## src/rtl/sorted_symbol_table_intern_macros.svh

```systemverilog
// assertion macros for the symbol table block
`ifndef SORTED_SYMBOL_TABLE_INTERN_MACROS_SVH
`define SORTED_SYMBOL_TABLE_INTERN_MACROS_SVH

// same-cycle implication, checked outside reset
`define SSTI_ASSERT_NOW(lbl, ante, cons, msg) \
    lbl: assert property (@(posedge aclk) disable iff (!aresetn) (ante) |-> (cons)) \
        else $error(msg);

// next-cycle implication, checked outside reset
`define SSTI_ASSERT_NEXT(lbl, ante, cons, msg) \
    lbl: assert property (@(posedge aclk) disable iff (!aresetn) (ante) |=> (cons)) \
        else $error(msg);

`endif

```

## src/rtl/ssti_pkg.sv

```systemverilog
// shared types, codes and helpers for the symbol table block
`default_nettype none
package ssti_pkg;

    localparam int DEF_TABLE_DEPTH  = 1024;
    localparam int DEF_MAX_WORD_LEN = 32;
    localparam int SYM_W            = 10;
    localparam int JOB_LEN_W        = 8;

    typedef enum logic [1:0] {
        CMD_FIND  = 2'd0,
        CMD_ADD   = 2'd1,
        CMD_CLEAR = 2'd2,
        CMD_NONE  = 2'd3
    } cmd_t;

    typedef enum logic [1:0] {
        ST_OK   = 2'd0,
        ST_FULL = 2'd1,
        ST_LONG = 2'd2
    } status_t;

    typedef enum logic [3:0] {
        B_IDLE,
        B_MID,
        B_IDX,
        B_LEN,
        B_CMP,
        B_STORE,
        B_SHR,
        B_SHW,
        B_INS,
        B_RES
    } back_state_t;

    typedef struct packed {
        cmd_t                 cmd;
        logic [JOB_LEN_W-1:0] len;
        logic                 ovf;
    } job_t;

    function automatic logic [7:0] upcase(input logic [7:0] c);
        if (c >= 8'h61 && c <= 8'h7a) begin
            return c - 8'h20;
        end
        return c;
    endfunction

endpackage
`default_nettype wire

```

## src/rtl/ssti_queue.sv

```systemverilog
// two-entry job queue between the front and back parts
`default_nettype none
module ssti_queue
    import ssti_pkg::*;
(
    input  wire logic aclk,
    input  wire logic aresetn,
    input  wire logic push,
    input  wire job_t push_job,
    output logic      full,
    input  wire logic pop,
    output logic      nonempty,
    output job_t      head_job
);
    job_t       ent_reg [2];
    logic       wr_ptr_reg, rd_ptr_reg;
    logic [1:0] cnt_reg;

    assign full     = (cnt_reg == 2'd2);
    assign nonempty = (cnt_reg != 2'd0);
    assign head_job = ent_reg[rd_ptr_reg];

    always_ff @(posedge aclk) begin
        if (!aresetn) begin
            wr_ptr_reg <= 1'b0;
            rd_ptr_reg <= 1'b0;
            cnt_reg    <= 2'd0;
        end else begin
            if (push) begin
                wr_ptr_reg <= ~wr_ptr_reg;
            end
            if (pop) begin
                rd_ptr_reg <= ~rd_ptr_reg;
            end
            cnt_reg <= cnt_reg + {1'b0, push} - {1'b0, pop};
        end
    end

    always_ff @(posedge aclk) begin
        if (push) begin
            ent_reg[wr_ptr_reg] <= push_job;
        end
    end
endmodule
`default_nettype wire

```

## config.mk

```make
export PLATFORM = sky130hd
export DESIGN_NAME = ssti_queue
export DESIGN_NICKNAME = d
export VERILOG_FILES = /design/src/rtl/sorted_symbol_table_intern_macros.svh /design/src/rtl/ssti_pkg.sv /design/src/rtl/ssti_queue.sv
export SDC_FILE = /design/constraint.sdc
export NUM_CORES = 1
export LEC_CHECK = 0
export CAP_MARGIN = 20
export CORE_ASPECT_RATIO = 1.2
export CORE_MARGIN = 2
export CORE_UTILIZATION = 25
export CTS_CLUSTER_DIAMETER = 40
export DETAILED_ROUTE_END_ITERATION = 16
export DONT_BUFFER_PORTS = 1
export GPL_TIMING_DRIVEN = 1
export PLACE_DENSITY_LB_ADDON = 0.08
export SLEW_MARGIN = 20
export SYNTH_ARGS = -nofsm -noshare
export SYNTH_HDL_FRONTEND = slang
export SYNTH_SLANG_ARGS = --single-unit
export TNS_END_PERCENT = 100
```

## constraint.sdc

```tcl
create_clock -name aclk -period 3.42 [get_ports aclk]
set_input_delay 0.684 -clock aclk [delete_from_list [all_inputs] [get_ports aclk]]
set_output_delay 0.684 -clock aclk [all_outputs]
set_load 0.005 [all_outputs]
```

* Word level (Yosys, flattened, before mapping)
Memories as Yosys holds them, arrays and structs flattened. A register that Yosys moved wholly into a read port is not among the register bits.
Index checks and enable logic that the tools add are counted.
** Word-level totals
- Register bits after elaboration :: 4
- Bits in writable memories :: 22
- Input port bits :: 15
- Output and inout bits :: 13
- Memories :: 1
** Memory list
- ent_reg :: words 2, bits a word 11, read ports 1, clocked after memory_dff 1, write ports 1, line ssti_queue.sv:15 : job_t ent_reg [2];
** Cells by class
- Add/subtract/negate cells :: 2
- Equal/unequal tests :: 1
- Multiplexer cells :: 4
- Bitwise gates (word level) :: 2
- Reductions and logical operators :: 1
** Operator list (number)
- $mux W1 :: 4
- $add A2 B1 Y2 :: 1
- $eq A2 B2 Y1 const B :: 1
- $not A1 Y1 :: 2
- $reduce_bool A2 Y1 :: 1
- $sub A2 B1 Y2 :: 1

* Logic depth before layout (Yosys ltp)
- Depth after elaboration :: 3
- Depth in mapped cells :: 6
- Gate-level depth less buffers :: 6

* Worst setup path before layout
OpenSTA, ideal clock, no wires.
- Path kind :: input to register
- Start :: input push
- End :: memory ent_reg[0][0] (netlist name), enable pin
- Setup time :: 0.381 ns
- Data arrival time :: 1.266 ns
- Required time :: 3.039 ns
- Path slack :: 1.773 ns
- Stages on the path :: 1
- Path through :: nor2b_1
** Between the ends
- Word-level cells in the longest chain between the ends :: 2
** RTL lines
- from (decl) :: line ssti_queue.sv:8 : input wire logic push,
- $mux W1 :: line ssti_queue.sv:40 : if (push) begin
- $mux W1 (implied by the code) :: line ssti_queue.sv:41 : ent_reg[wr_ptr_reg] <= push_job;
- to (decl) :: line ssti_queue.sv:15
Every way passes these cells.

==> impl_metrics.yaml <==
layout:
  antenna-diode-count: 0
  largest_reg_flops: 22
  area_growth_syn_to_layout_pct: 11.0
  nNetsFinal: 77
  mostFrequentLayoutCell: "edfxtp_1"
  drive_above_1_share_pct: 8.47
  final_cell_mix: "22 x edfxtp_1, 10 x mux2_1, 5 x dfxtp_1"
yosys:
  synth_cell_type_count: 13
  syn_inst: 55
  yosys_warnings: 0
  ys_seq_area_share_pct: 74.6
  ys_seq_elements: 27
  avgSynthCellArea_um2: 18.5
  syn_area_mm2: 0.00102
  syn_nets: 72
die:
  rows: 25
  start_util_pct: 25.9
  die-area_mm2: 0.00461
  io_pins: 28
  die_height_um: 74.0
  core_area_mm2: 0.00394
  die_w_um: 62.3
clock_network:
  cts_resized: 0
  cts_tree: "built"
  clk_pin_slew_ps: 90
  cts_buffers: 3
  clkLatencyLatePin_ps: 260
  cts_root_buffer: "clkbuf_8"
  cts.sinks: 27
  hold_buffers: 0
  ctsLongestPathBuffers: 2
  postCtsSetupRepairBufs: 0
  cts_max_level: 1
place:
  dpl.hpwl_um: 1030
  place.gp.congestion: 0.556
  io_buffers: 0
  place_ws_ps: 1610
sta:
  max_freq_mhz: 492
  hold_violations: 0
  tightest_slew_ps: 565
  worst_slack_ps: 1390
  min_period_ps: 2030
  setup_tns_ps: 0
  fin_crit_sh_pct: 59.4
  skew_ps: 1.79
  maxSlewViolCount: 0
  rsz0062_at_grt: "false"
  slew_headroom_pct: 62.3
  setup_viol: 0
setup_path:
  critPathMaxFanout: 11
  crit_type: "register to output port"
  crit_path_max_incr_delay_ps: 670
  cpMaxStageDelayCell: "dfxtp_1"
  r2r_start: "wr_ptr_reg"
  critPathArrivalTime_ps: 1350
  critPathBufInv: 0
  cp_top_family: "flip-flops"
  rrSetupSlack_ps: 2110
  critPathLaunchType: "register"
  cp.required_ps: 2740
  path_cells: "mux2_1"
  end_kind: "output port"
  r2r_cells: 2
  reg2reg_to: "ent_reg[0][5]"
routing:
  dr.pass1.iters: 4
  wl_per_cell_um: 13.4
  viasPerCell: 3.81
  drtIter0Drc: 9
  num_vias: 430
  drtAntennaViolNets: 0
  drc: 0
  wl_um: 1510
run:
  drv_cap: 0
power_and_ir_drop:
  ir_drop_uv: 166
  p_leak_nw: 0.386
  p_per_area_mw_per_mm2: 549
global_route:
  grt_max_degree: 15
  grt.total_usage_pct: 7.14
  grt_pass1_wl_um: 2360
  grt_pass1_vias: 467
  antenna_found_initial: 0
  gr-total-overflow: 0
min_path:
  hold_end: "ent_reg[1][7]"
  min_from: "push_job[7]"
  hold_path_depth: 0
  hp-class: "primary input to register"
run_status:
  status: "finished, final reports clean"
area by class of cell:
class	instances	area, µm²
fillers	417	2810
flip-flops and latches	27	761
multi-input cells	25	244
well taps	54	67.6
inverters	2	7.51
clock buffers	4	45.0
repair buffers	1	7.51
logic make-up (layout without fill, tap and decap cells):
kind of cell / Yosys count / count (layout) / synth area share [%]
xor gates and xnor gates: 2 / 2 / 3.07
adders and majority gates: 2 / 2 / 2.45
DFF: 27 / 27 / 74.6
muxes: 11 / 11 / 12.1
AOI/OAI and AO/OA: 1 / 1 / 0.736
buffers and inverters: 3 / 7 / 1.47
and+or+nand+nor: 9 / 9 / 5.52
worst max-delay path by stage:
stage | from | slack, ps | to | cells past startpoint
final | register | 1390 | head_job[3] | 1
after global routing | register | 1280 | head_job[10] | 1
after CTS | register | 1300 | head_job[3] | 1
after detailed placement | register | 1610 | head_job[10] | 1
after global placement | register | 1630 | head_job[10] | 1
after floorplan | push | 1770 | ent_reg[0][0] | 1
through the flow:
stage / total power, mW / hold slack, ps / cell area, µm² / instances / util (%)
global route: 0.652 / 489 / 1130 / 113 / 28.7
floorplan: 0.444 / 555 / 1020 / 55 / -
global placement: 0.455 / 573 / 1090 / 109 / 27.6
CTS: 0.633 / 502 / 1130 / 113 / 28.7
detailed placement: 0.457 / 574 / 1090 / 109 / 27.6
finish: 0.622 / 510 / 1130 / 113 / 28.7
report_power, final:
part | switching (mW) | internal (mW)
registers | 0.0126 | 0.379
clock network | 0.0918 | 0.0832
logic | 0.0239 | 0.0316
routing by layer:
layer / track usage, % / routed length [µm] / vias to the layer above / part of all wire (%)
met1: 7.92 / 630 / 206 / 42
met4: 3.70 / 12 / 0 / 0.79
li1: - / - / 207 / -
met3: 3.18 / 142 / 2 / 9.4
met2: 11.8 / 728 / 15 / 48
met5: 0 / 0 / - / 0
synth_stat cells (all sizes together):
| library cell | instances | area (µm²) |
|---|---|---|
| and2 | 4 | 25.0 |
| buf | 1 | 7.51 |
| dfxtp | 5 | 100 |
| edfxtp | 22 | 661 |
| ha | 2 | 25.0 |
| inv | 2 | 7.51 |
| mux2 | 11 | 124 |
| nor2b | 4 | 25.0 |
| o21a | 1 | 7.51 |
| or2 | 1 | 6.26 |
| xnor3 | 1 | 22.5 |
| xor2 | 1 | 8.76 |
Note: power is estimated with default switching activity, not from simulation.
