**config.mk**
```make
export PLATFORM = sky130hd
export DESIGN_NAME = ssti_front
export DESIGN_NICKNAME = d
export VERILOG_FILES = /design/src/rtl/sorted_symbol_table_intern_macros.svh /design/src/rtl/ssti_pkg.sv /design/src/rtl/ssti_front.sv
export SDC_FILE = /design/constraint.sdc
export NUM_CORES = 1
export LEC_CHECK = 0
export ABC_AREA = 1
export ABC_CLOCK_PERIOD_IN_PS = 2850
export BUFFER_PORTS_ARGS = -buffer_cell sky130_fd_sc_hd__buf_2
export CAP_MARGIN = 20
export CORE_UTILIZATION = 30
export CTS_CLUSTER_SIZE = 40
export DETAILED_ROUTE_END_ITERATION = 7
export SLEW_MARGIN = 15
export SYNTH_ARGS = -nofsm -noshare
export SYNTH_HDL_FRONTEND = slang
export SYNTH_SLANG_ARGS = --single-unit
```
**constraint.sdc**
```tcl
create_clock -name aclk -period 2.85 [get_ports aclk]
set_clock_uncertainty 0.1 [all_clocks]
set_input_delay 0.1425 -clock aclk [delete_from_list [all_inputs] [get_ports aclk]]
set_output_delay 0.1425 -clock aclk [all_outputs]
set_load 0.01 [all_outputs]
```
**src/rtl/sorted_symbol_table_intern_macros.svh**
```systemverilog
// assertion macros for the symbol table block
`ifndef SORTED_SYMBOL_TABLE_INTERN_MACROS_SVH
`define SORTED_SYMBOL_TABLE_INTERN_MACROS_SVH

// same-cycle implication, checked outside reset
`define SSTI_ASSERT_NOW(lbl, ante, cons, msg) \
    lbl: assert property (@(posedge aclk) disable iff (!aresetn) (ante) |-> (cons)) \
        else $error(msg);

// next-cycle implication, checked outside reset
`define SSTI_ASSERT_NEXT(lbl, ante, cons, msg) \
    lbl: assert property (@(posedge aclk) disable iff (!aresetn) (ante) |=> (cons)) \
        else $error(msg);

`endif

```
**src/rtl/ssti_pkg.sv**
```systemverilog
// shared types, codes and helpers for the symbol table block
`default_nettype none
package ssti_pkg;

    localparam int DEF_TABLE_DEPTH  = 1024;
    localparam int DEF_MAX_WORD_LEN = 32;
    localparam int SYM_W            = 10;
    localparam int JOB_LEN_W        = 8;

    typedef enum logic [1:0] {
        CMD_FIND  = 2'd0,
        CMD_ADD   = 2'd1,
        CMD_CLEAR = 2'd2,
        CMD_NONE  = 2'd3
    } cmd_t;

    typedef enum logic [1:0] {
        ST_OK   = 2'd0,
        ST_FULL = 2'd1,
        ST_LONG = 2'd2
    } status_t;

    typedef enum logic [3:0] {
        B_IDLE,
        B_MID,
        B_IDX,
        B_LEN,
        B_CMP,
        B_STORE,
        B_SHR,
        B_SHW,
        B_INS,
        B_RES
    } back_state_t;

    typedef struct packed {
        cmd_t                 cmd;
        logic [JOB_LEN_W-1:0] len;
        logic                 ovf;
    } job_t;

    function automatic logic [7:0] upcase(input logic [7:0] c);
        if (c >= 8'h61 && c <= 8'h7a) begin
            return c - 8'h20;
        end
        return c;
    endfunction

endpackage
`default_nettype wire

```
**src/rtl/ssti_front.sv**
```systemverilog
// input side: buffers word bytes and issues find, add and clear jobs
`default_nettype none
module ssti_front
    import ssti_pkg::*;
#(
    parameter int MAX_WORD_LEN = DEF_MAX_WORD_LEN,
    parameter int LW   = (MAX_WORD_LEN > 1) ? $clog2(MAX_WORD_LEN) : 1,
    parameter int LENW = $clog2(MAX_WORD_LEN + 1)
) (
    input  wire logic          aclk,
    input  wire logic          aresetn,
    input  wire logic          s_valid,
    output logic               s_ready,
    input  wire logic [1:0]    s_command,
    input  wire logic [7:0]    s_char_code,
    input  wire logic          s_last_char,
    input  wire logic          q_full,
    output logic               q_push,
    output job_t               q_job,
    input  wire logic          word_done,
    input  wire logic [LW-1:0] rd_idx,
    output logic      [7:0]    rd_byte,
    output logic               word_busy
);
    logic [7:0]      buf_reg [MAX_WORD_LEN];
    logic [LENW-1:0] len_reg, len_new;
    logic            ovf_reg, ovf_new, busy_reg;
    logic            accept, is_word, wr_byte;
    cmd_t            cmd;

    assign cmd       = cmd_t'(s_command);
    assign s_ready   = !q_full && !busy_reg;
    assign accept    = s_valid && s_ready;
    assign is_word   = (cmd == CMD_FIND) || (cmd == CMD_ADD);
    assign wr_byte   = (len_reg < LENW'(MAX_WORD_LEN));
    assign len_new   = wr_byte ? len_reg + 1'b1 : len_reg;
    assign ovf_new   = ovf_reg || !wr_byte;
    assign q_push    = accept && ((cmd == CMD_CLEAR) || (is_word && s_last_char));
    assign q_job.cmd = cmd;
    assign q_job.len = JOB_LEN_W'(len_new);
    assign q_job.ovf = ovf_new;
    assign rd_byte   = buf_reg[rd_idx];
    assign word_busy = busy_reg;

    always_ff @(posedge aclk) begin
        if (!aresetn) begin
            len_reg  <= '0;
            ovf_reg  <= 1'b0;
            busy_reg <= 1'b0;
        end else begin
            if (word_done) begin
                busy_reg <= 1'b0;
            end
            if (accept) begin
                if (cmd == CMD_CLEAR || (is_word && s_last_char)) begin
                    len_reg <= '0;
                    ovf_reg <= 1'b0;
                end else if (is_word) begin
                    len_reg <= len_new;
                    ovf_reg <= ovf_new;
                end
                // buffer stays owned by the back part until its word is done
                if (is_word && s_last_char) begin
                    busy_reg <= 1'b1;
                end
            end
        end
    end

    always_ff @(posedge aclk) begin
        if (accept && is_word && wr_byte) begin
            buf_reg[len_reg[LW-1:0]] <= s_char_code;
        end
    end
endmodule
`default_nettype wire

```
* Yosys cells after proc, flatten, opt, wreduce, memory -nomap -nowiden
Memory sizes are Yosys's and may differ from the RTL's.
Cells that the tools add are included.
** Storage, ports and cells
- Bits in registers :: 8
- RAM bits :: 256
- Logic and storage cells :: 33
- Memories :: 1
** Memories
- buf_reg :: depth 32, width 8, read ports 1, clocked after Yosys merged registers in 0, wr ports 1, RTL line ssti_front.sv:25 : logic [7:0] buf_reg [MAX_WORD_LEN];
** Cells by class
- Add/subtract/negate cells :: 1
- Magnitude comparators :: 1
- Equality and inequality tests :: 2
- Mux-type cells :: 10
- Reductions and logical operators :: 15
** Operator list (count)
- 6-bit 2-to-1 mux :: 3
- 1-bit 2-to-1 mux :: 7
- 6-bit by 1-bit adder with 6-bit output, second input constant :: 1
- 1-bit logical AND :: 6
- 6-bit < comparator, second input constant :: 1
- 1-bit logical NOT :: 3
- 1-bit logical OR :: 3
- 2-bit by 1-bit equality test with 1-bit output, second input constant :: 1
- 2-bit equality test, second input constant :: 1
- 2-bit logical NOT :: 1
- 2-bit AND reduction :: 1
- 2-bit nonzero test :: 1

* Depth between registers and ports, before layout
- Depth after elaboration :: 7
- Depth in mapped cells :: 11
- Mapped depth without buffers :: 9

* Worst setup path after synthesis
No wires, ideal clock.
- Path kind :: register -> register
- From :: reg busy_reg (netlist: word_busy)
- To :: mem buf_reg[19][0] (enable)
- Library setup time :: 395 ps
- Data arrival time :: 1566 ps
- Data required time :: 2355 ps
- Setup slack :: 789 ps
- Cell stages (with the launch flop) :: 4
- Path buffers :: 0
- Period minus slack after synthesis :: 2061 ps
- Cell sequence :: dfxtp_1 nor2_1 nand2_1 nor4_1
** Between the ends
- Word-level cells in the longest chain between the ends :: 7
** RTL lines
- start, declared :: RTL line ssti_front.sv:27 : logic ovf_reg, ovf_new, busy_reg;
- start signal, assigned :: RTL line ssti_front.sv:49 : busy_reg <= 1'b0;
- start signal, assigned :: RTL line ssti_front.sv:52 : busy_reg <= 1'b0;
- start signal, assigned :: RTL line ssti_front.sv:64 : busy_reg <= 1'b1;
- 1-bit logical NOT :: RTL line ssti_front.sv:32 : assign s_ready = !q_full && !busy_reg;
- 1-bit logical AND :: RTL line ssti_front.sv:32
- named net s_ready :: RTL line ssti_front.sv:13 : output logic s_ready,
- 1-bit logical AND :: RTL line ssti_front.sv:33 : assign accept = s_valid && s_ready;
- 1-bit logical AND (2 in a row) :: RTL line ssti_front.sv:71 : if (accept && is_word && wr_byte) begin
- 1-bit 2-to-1 mux :: RTL line ssti_front.sv:71
- 1-bit 2-to-1 mux (not written as such) :: RTL line ssti_front.sv:72 : buf_reg[len_reg[LW-1:0]] <= s_char_code;
- end, declared :: RTL line ssti_front.sv:25
The timed path passes the listed nets, and every way through them passes these cells.

* Final worst setup path
- From :: in rd_idx[0]
- To :: out rd_byte[3]
** Between the ends
- Word-level cells in the longest chain between the ends :: 1
** RTL lines
- start, declared :: RTL line ssti_front.sv:21 : input wire logic [LW-1:0] rd_idx,
- memory read 32 x 8 bit
- end, declared :: RTL line ssti_front.sv:22 : output logic [7:0] rd_byte,
No other way between the ends.

==> reports/qor.csv <==
metric,value,unit
relSlewSlack,46.66,%
cts_resized,0,
grt_max_degree,57,
dieArea,37910,um2
hp-class,in -> reg,
ys_seq_area_share,70.43,%
multi_input_area,2769,um2
portBuffers,40,
largest_register_ffs,256,
antenna_left,0,
synth.avg_cell_area,11.27,um2
fin_ws,0.6560,ns
fmax,455.8,MHz
finalHoldViolCount,0,
cts_max_path_buffers,3,
dr.pass1.iters,5,
synthCells,989,
synth-edff-count,256,
end_kind,primary output,
power_frac_comb,5.9,%
p_leak,4.743,nW
synthDistinctLibCells,23,
drive_above_1_share,11.21,%
coreArea,36610,um2
clockRootBuffer,clkbuf_16,
clockPowerShare,42.3,%
crit_buf_inv,4,
cp-start-kind,primary input,
hold_start,s_command[0],
finalSetupTns,0,ns
cts_tree,yes,
clk_pin_slew_worst_paths,0.06,ns
cp_top_family,buffers and inverters,
crit_path_cell_trace,buf_4 -> clkinv_2 -> buf_12 -> nand2_1 -> nand3_1 -> nand3_1 -> nand2_1 -> nand2_1 -> nand2_1 -> nand2_1 -> nand2_1 -> buf_2,
insertion_delay,0.52,ns
synth_flop_cell,edfxtp_1,
post_cts_buffers,0,
synth-seq-cells,264,
crit_type,in -> out,
place.gp.congestion,0.7784,
vias_per_cell,4.801,
htreeDepth,1,
worstHoldEndpoint,len_reg[1]$_SDFFE_PN0P_,
grt_pass1_wl,43410,um
cts_sinks,264,
grt-ovfl-total,0,
critPathMaxFanout,56,
ys_warn_count,0,
critPathMaxStageDelay,0.35,ns
cellPowerDensity,643.9,nW/um2
cp_common_cell,nand2_1,
startpoint,rd_idx[0],
fin_hold_ws,0.05243,ns
grt.total_usage,15.00,%
slew_violations,0,
slowest_stage,clkinv_2,
min_period_over_period,76.98,%
cp.required,2.61,ns
netlist_area,11140,um2
die_y,194.7,um
wl_per_cell,18.37,um
worst-slew-pin-transition,0.8001,ns
max-vdd-ir-drop,0.4478,mV
io_pins,43,
r2r-start,word_busy$_SDFF_PN0_,
nets,1075,
wl,28270,um
dpl.hpwl,16960,um
route.detailed.drc,0,
start_util,30.43,%
rrSetupSlack,0.70,ns
p_seq_share,51.8,%
maxCapViolations,0,
grt_pass1_vias,7207,
switching_share,22.07,%
synthArstFlopShare,0,%
die_x,194.7,um
seq_area,7848,um2
numCtsBuffers,27,
worstReg2RegEnd,word_busy$_SDFF_PN0_,
rows,70,
syn_to_final_growth,14.53,%
period_minus_slack,2.194,ns
first_iter_violations,663,
antenna_found_initial,1,
min_path_cells,5,
rsz0062_at_grt,no,
rr_worst_depth,7,
power_switching,1.813,mW
cp.arrival,1.95,ns
nFillCells,3650,
setup-violations-final,0,
intPower,6.403,mW
dp_slack,0.6737,ns
num_vias,7388,
status,"finished, final reports clean",
## power by group through the flow
| stage | Combinational [mW] | Clock [mW] | Sequential [mW] |
|---|---|---|---|
| 6_report | 0.484 | 3.47 | 4.26 |
| 3_3_place_gp | 0.480 | 0 | 4.34 |
| 4_1_cts | 0.488 | 3.53 | 4.26 |
| 2_1_floorplan | 0.305 | 0 | 4.34 |
| 5_1_grt | 0.540 | 3.67 | 4.26 |
| 3_5_place_dp | 0.482 | 0 | 4.34 |
## timing repair
item | 4_1_cts | 5_1_grt
hold buffers | 7 | 0
hold endpoints to repair | 8 | 0
setup endpoints to repair | 0 | 0
## cells in the final DEF, fill, tap and decap left out, types with 5 or more instances in the layout
cell type,netlist,layout
a21oi_1,7,7
buf_2,18,39
buf_4,10,40
clkbuf_1,6,6
clkbuf_16,0,27
clkinv_1,0,8
dfxtp_1,8,8
dlygate4sd3_1,0,7
edfxtp_1,256,256
ha_1,5,5
inv_1,16,16
nand2_1,392,392
nand3_1,196,196
nor2_1,37,37
## final cells by class
type                    instances  area share, %
diodes                          1        0.01961
clock buffers                  33          5.471
clock inverters                17          1.284
inverters                      18         0.5393
multi-input cells             649          21.70
flip-flops and latches        264          61.50
well taps                     468          4.589
repair buffers                 89          4.902
## worst reg2reg max path: cells and delay by family, from the launching register on
kind	cells	cell delay [ns]
compound gates	1	0.11
flops	1	0.32
simple gates	4	0.45
buf+inv	2	1.11
## metal layers
| layer | up-vias | GRT usage (%) | share of wire (%) |
|---|---|---|---|
| li1 | 3516 | - | - |
| met1 | 3580 | 21.37 | 46 |
| met4 | 2 | 2.704 | 1.4 |
| met2 | 254 | 24.27 | 46 |
| met5 | - | 0 | 0.028 |
| met3 | 36 | 2.377 | 7.0 |
## synthesized netlist by cell type (2+ instances only)
library cell	n	area (um2)
clkbuf_1	6	22.52
inv_1	16	60.06
ha_1	5	62.56
buf_4	10	75.07
buf_6	24	270.3
inv_2	2	7.510
buf_2	18	90.09
nor2_1	37	138.9
edfxtp_1	256	7687
xor2_1	3	26.28
nand2_1	392	1471
a21oi_1	7	35.03
nand3_1	196	980.9
dfxtp_1	8	160.2
## worst max path at each step
| stage | endpoint | cells after the start |
|---|---|---|
| floorplan | buf_reg[19][0]$_DFFE_PP_ | 3 |
| global placement | rd_byte[5] | 11 |
| detailed placement | rd_byte[2] | 11 |
| CTS | rd_byte[2] | 11 |
| global route | rd_byte[2] | 11 |
| finish | rd_byte[3] | 12 |
## cell families (layout without fill, tap and decap cells)
group           after synthesis  after routing  share of synthesized area (%)
simple gates                628            628                          23.41
flops                       264            264                          70.43
buf+inv                      77            157                          4.750
compound gates               10             10                         0.4941
fa+ha+maj                     5              5                         0.5615
xor+xnor                      4              4                         0.3145
other cells                   1              3                        0.03366
## metrics by stage
stage               power [mW]  cells  cell area (um2)  util, %
floorplan                4.649    990            11150        -
finish                   8.216   1539            12760    34.86
global route             8.469   1538            12760    34.85
CTS                      8.276   1538            12760    34.85
detailed placement       4.825   1481            11830    32.30
global placement         4.823   1481            11830    32.30
Note: power is estimated with default switching activity, not from simulation.
